<file path="config.mk">
export PLATFORM = sky130hd
export DESIGN_NAME = wclm_div
export DESIGN_NICKNAME = d
export VERILOG_FILES = /design/src/sv/wclm_pkg.sv /design/src/sv/wclm_div.sv
export SDC_FILE = /design/constraint.sdc
export NUM_CORES = 1
export LEC_CHECK = 0
export ABC_AREA = 1
export BUFFER_PORTS_ARGS = -buffer_cell sky130_fd_sc_hd__buf_2
export CAP_MARGIN = 20
export CELL_PAD_IN_SITES_DETAIL_PLACEMENT = 0
export CELL_PAD_IN_SITES_GLOBAL_PLACEMENT = 2
export CORE_ASPECT_RATIO = 0.8
export CORE_MARGIN = 1
export CORE_UTILIZATION = 30
export DETAILED_ROUTE_END_ITERATION = 12
export PLACE_DENSITY = 0.75
export SLEW_MARGIN = 20
export SYNTH_ARGS = -nofsm -noshare
export SYNTH_HDL_FRONTEND = slang
export SYNTH_SLANG_ARGS = --single-unit
</file>
<file path="constraint.sdc">
create_clock -name clk -period 12.79 [get_ports clk]
set_clock_uncertainty 0.15 [all_clocks]
set_input_delay 2.558 -clock clk [delete_from_list [all_inputs] [get_ports clk]]
set_output_delay 2.558 -clock clk [all_outputs]
set_load 0.005 [all_outputs]
</file>
<file path="src/sv/wclm_pkg.sv">
// Package with shared types and constants of the windowed CPU load meter.
package wclm_pkg;
  localparam int StoreDepth = 128;
  localparam int IdxW = $clog2(StoreDepth);
  localparam int CntW = IdxW + 1;
  localparam int TimeW = 63;
  localparam int WinW = 40;
  localparam int CpuW = 9;
  localparam int LoadW = 10;
  localparam logic [LoadW-1:0] LoadFull = 10'd1000;
  localparam logic [0:0] CfgWindow = 1'b0;
  localparam logic [0:0] CfgCpus = 1'b1;

  typedef enum logic [3:0] {
    ST_IDLE, ST_READ, ST_CHECK, ST_SPACE, ST_DIVB, ST_DIVD, ST_LOADA, ST_LOADC, ST_OUT
  } wclm_state_t;

  typedef struct packed {
    logic start;
    logic [TimeW-1:0] num;
    logic [TimeW-1:0] den;
    logic perm;
  } wclm_div_req_t;
endpackage

</file>
<file path="src/sv/wclm_div.sv">
// Bit-serial divider: plain quotient or min(num*1000/den, 1000).
module wclm_div
  import wclm_pkg::*;
(
  input  logic                clk,
  input  logic                rst_n,
  input  wclm_div_req_t       req,
  output logic                done,
  output logic [TimeW-1:0]    quot
);
  localparam int DW = 2 * TimeW + 10;
  logic [DW-1:0] dvd_r, dvd_nxt;
  logic [TimeW:0] rem_r, rem_nxt;
  logic [TimeW-1:0] q_r, q_nxt, den_r, den_nxt;
  logic [7:0] cnt_r, cnt_nxt;
  logic busy_r, busy_nxt, perm_r, perm_nxt, full_r, full_nxt, done_r, done_nxt;
  logic [TimeW:0] sh;

  always_comb begin
    dvd_nxt = dvd_r; rem_nxt = rem_r; q_nxt = q_r; den_nxt = den_r;
    cnt_nxt = cnt_r; busy_nxt = busy_r; perm_nxt = perm_r; full_nxt = full_r;
    done_nxt = 1'b0;
    sh = {rem_r[TimeW-1:0], dvd_r[DW-1]};
    if (req.start) begin
      den_nxt = req.den; perm_nxt = req.perm; rem_nxt = '0; q_nxt = '0;
      busy_nxt = 1'b1; cnt_nxt = 8'(DW);
      full_nxt = req.perm && (req.den == '0 || req.num >= req.den);
      // Multiply by 1000 as shifted adds: 1024 - 16 - 8.
      dvd_nxt = req.perm ? (({(DW-TimeW)'(0), req.num} << 10)
                           - ({(DW-TimeW)'(0), req.num} << 4)
                           - ({(DW-TimeW)'(0), req.num} << 3))
                         : {req.num, (DW-TimeW)'(0)};
      if (!req.perm) cnt_nxt = 8'(TimeW);
    end else if (busy_r) begin
      dvd_nxt = dvd_r << 1;
      if (sh >= {1'b0, den_r}) begin
        rem_nxt = sh - {1'b0, den_r}; q_nxt = {q_r[TimeW-2:0], 1'b1};
      end else begin
        rem_nxt = sh; q_nxt = {q_r[TimeW-2:0], 1'b0};
      end
      cnt_nxt = cnt_r - 8'd1;
      if (cnt_r == 8'd1) begin
        busy_nxt = 1'b0; done_nxt = 1'b1;
      end
    end
  end

  always_ff @(posedge clk) begin
    if (!rst_n) begin
      busy_r <= 1'b0; done_r <= 1'b0; cnt_r <= '0;
    end else begin
      busy_r <= busy_nxt; done_r <= done_nxt; cnt_r <= cnt_nxt;
    end
    dvd_r <= dvd_nxt; rem_r <= rem_nxt; q_r <= q_nxt; den_r <= den_nxt;
    perm_r <= perm_nxt; full_r <= full_nxt;
  end

  assign done = done_r;
  assign quot = (perm_r && (full_r || q_r > TimeW'(LoadFull))) ? TimeW'(LoadFull) : q_r;
endmodule

</file>
==> summary.md <==
The die covers 0.0991 mm². The pin count of the biggest net entering global routing was 148; the number of DRC violations after detailed-routing iteration 0 was 2193. The longest individual stage delay on the worst path was 540 ps; the total placed instance area was 0.0317 mm².

In this run the horizontal extent of the chip is 352 µm. For the global placement routability congestion, the log shows 0.956. After detailed routing, the number of vias per cell comes to 4.94. Max-capacitance violation count: 0. For the first-pass iteration count of the detailed router, the log shows 8. STA classifies the critical path endpoint as a register.

Total of warnings raised by yosys: 0. The share of final-layout standard cells stronger than drive strength 1 came out at 7.84%. After synthesis, the cell types taking the most area are edfxtp_1, nand2_1, ha_1. The wire length after detailed routing was 122000 µm.

The count of buffers inserted at the top-level ports was 193. STA classifies the critical path startpoint as an input port. The logs give 0 for the post-cts resize count and 28300 for the via count of the first global-routing pass. The per-cell routed wire length works out to 20.4 µm. Compared with the post-synthesis result, the final layout area differs by 13.1%. Proportion of synthesized flip-flops having asynchronous set or reset: 0%.

The remaining antenna violation count is 0. Once the floorplan was initialized, standard cells occupied 30.3% of the core. After clock tree synthesis, the flow added hold-fix buffers numbering 0. The logs give 0 for the remaining global-route overflow and 102 for the number of placement rows.

Summed over all nets, the half-perimeter wirelength after detailed placement is 100000 µm. edfxtp_1 takes more of the synthesized area than any other cell. The post-synthesis average cell area is 6.57 µm², and the global-route wire length before repair is 181000 µm.

Worst-skew pair later-pin latency: 640 ps. The finished cells cover 0.0332 mm². The count of final max-slew check failures was 0; the total of endpoints with negative setup slack in the final report was 0.

The tightest min-delay check is of the reg -> reg type. The area of the mapped netlist was 0.0293 mm²; the clock-pin slew of the registers on the worst-case setup and hold paths was 60 ps. The maximum net fanout on the critical path was 62.

Setup repair after global routing left no endpoint under its margin. Among the stages of the critical path, the cell type that occurs most often is nand2_1. 194 I/O pins were placed. At the pin with the least slew margin, the transition time is 1040 ps. The detailed router placed 29500 vias in this run. In this run, synthesis produced a sequential element count of 334. The fraction of the cycle the final worst path needs was 58.5%. Of the synthesized area, sequential elements account for 29.5%. Final number of hold-violating endpoints: 0. For this run, the leading register cell type out of synthesis is edfxtp_1. The share of synthesized area in the top cell type comes to 20.3%.

The worst path needs 7480 ps of the cycle, external delays included. The worst-case IR drop observed on VDD is 0.0000874 V. For the total core area, the log shows 0.0969 mm². Derived from the worst setup path, the maximum achievable clock frequency is 134 MHz.

For this run, the total global-route usage over all layers was measured as 24.4%. TritonCTS created 42 clock buffers. Clock tree synthesis found a total of 334 sinks. At the worst endpoint, the arrival time is 7670 ps.

The chip height is 282 µm, and the H-tree level count is 2. At the end of the flow the core is filled with cells to 34.2%. The critical path's slowest cell was nand2_4. Setup total negative slack on the finished layout was measured at 0 ps. The run gives 12980 ps as the required time at the endpoint of the critical path. Ranked by instance count, the synthesized netlist is headed by nand2_1, inv_1, nor2_1. For the total leakage power, the log shows 0.0160 µW. Headroom to the max-slew limit came out at 31.0%. The run finished with clean final reports.

Synthesis produced a netlist with a net count of 4844. Counting the fill cells in the layout gives 10800. After synthesis, the netlist uses 60 different library cells.

Synthesis produced a netlist whose cell count is 4464. The longest clock path from root to sink contains 3 buffers. The critical path start-end classification is in -> reg. The tools report the buffer type at the clock tree root as clkbuf_16. Power spread over the standard cell area amounts to 114 mW/mm².

For the initial antenna violation count, the log shows 12. The logs give 5889 for the total placed cells including tap cells and 0 for the post-CTS repair timing setup buffer count. nand2_1 is the most common cell in the netlist. The DRC violation count after routing came out at 0.

The count of cells in the finished layout, fillers not included, comes to 5974. In this run, synthesis inferred 198 flip-flops with an integrated enable. Layout net count: 5013.

TritonCTS built the clock tree.
==> worst paths after layout <==
path	start	endpoint	slack, ps	depth (start not counted)
worst max register to register	dvd_r[135]	rem_r[32]	8280	14
worst min register to register	rem_r[19]	rem_r[19]	320	2
worst max-delay path	req[78]	dvd_r[75]	5310	30
worst min-delay path	rem_r[19]	rem_r[19]	320	2
==> flip-flops by register name, indices dropped and copies added, names as in the netlist <==
signal / cells
full_r: 1
q_r: 63
dvd_r: 133
cnt_r: 8
perm_r: 1
rem_r: 63
busy_r: 1
den_r: 63
done: 1
==> cells in the final DEF, fill, tap and decap left out, types with 5 or more instances in the layout <==
| cell type | synthesis | final |
|---|---|---|
| nand2_1 | 1186 | 1186 |
| nor2_1 | 500 | 498 |
| nor3_1 | 33 | 33 |
| clkbuf_16 | 0 | 44 |
| nand4_1 | 58 | 58 |
| a31oi_1 | 27 | 27 |
| a21oi_1 | 341 | 341 |
| inv_1 | 753 | 750 |
| nand3_1 | 125 | 125 |
| o21ai_0 | 305 | 305 |
| a21o_1 | 31 | 31 |
| xor2_1 | 58 | 58 |
| xnor2_1 | 39 | 39 |
| clkinv_1 | 0 | 5 |
| o21ai_1 | 16 | 16 |
| dfxtp_1 | 136 | 136 |
| ha_1 | 249 | 249 |
| a211oi_1 | 7 | 7 |
| nor4_1 | 27 | 27 |
| a32o_1 | 7 | 7 |
| o21bai_1 | 42 | 42 |
| clkinv_2 | 0 | 8 |
| nor2_2 | 14 | 14 |
| edfxtp_1 | 198 | 198 |
| a21boi_0 | 8 | 8 |
| o21a_1 | 18 | 18 |
| nand3b_1 | 6 | 6 |
| inv_2 | 19 | 19 |
| o211ai_1 | 31 | 31 |
| diode_2 | 0 | 8 |
| and3_1 | 10 | 10 |
| buf_4 | 6 | 14 |
| o22ai_1 | 64 | 64 |
| nand2_2 | 21 | 21 |
| buf_2 | 6 | 192 |
| or2_2 | 14 | 14 |
==> layout make-up <==
class / instances / area, µm² / share of cell area, %
diodes: 8 / 20.0 / 0.0603
flip-flops and latches: 334 / 8670 / 26.1
multi-input cells: 3276 / 17400 / 52.5
clock inverters: 27 / 322 / 0.969
repair buffers: 206 / 1070 / 3.21
inverters: 773 / 2910 / 8.78
clock buffers: 50 / 1140 / 3.45
well taps: 1300 / 1630 / 4.90
==> critical path, delay by kind of cell <==
kind / cells / cell delay, ps
AO/OA/AOI/OAI: 5 / 1190
AND/OR/NAND/NOR: 18 / 2530
buffers and inverters: 4 / 390
adder cells (fa/ha/maj): 2 / 750
XOR/XNOR: 1 / 100
==> power by group <==
group          internal (µW)  switching [µW]
Clock                    733             561
Sequential              1240            25.2
Combinational            361             863
==> cell families (layout without fill, tap and decap cells) <==
family	Yosys count	in the layout	synth area share, %
AND/OR/NAND/NOR	2009	2009	28.0
other	0	8	0
AO/OA/AOI/OAI	920	920	17.7
flip-flops	334	334	29.5
adder cells (fa/ha/maj)	250	250	10.7
buffers and inverters	854	1056	11.2
XOR/XNOR	97	97	2.90
==> metal layers <==
metal / vias up / part of all wire, % / routed length [µm] / global-route usage [%]
met5: - / 0.032 / 39 / 0
met4: 6 / 2.2 / 2690 / 5.65
met3: 133 / 5.4 / 6570 / 2.83
met2: 682 / 43 / 52100 / 37.9
met1: 13800 / 50 / 60700 / 35.6
li1: 14900 / - / - / -
==> metrics by stage <==
step	power (µW)	setup WS, ps	hold WS, ps
after detailed placement	2500	4660	313
after CTS	3820	5330	323
final	3790	5310	320
after global routing	4010	4690	338
after global placement	2510	4730	312
after floorplan	2070	5290	294
No activity file was read; power rests on OpenSTA's default activity.
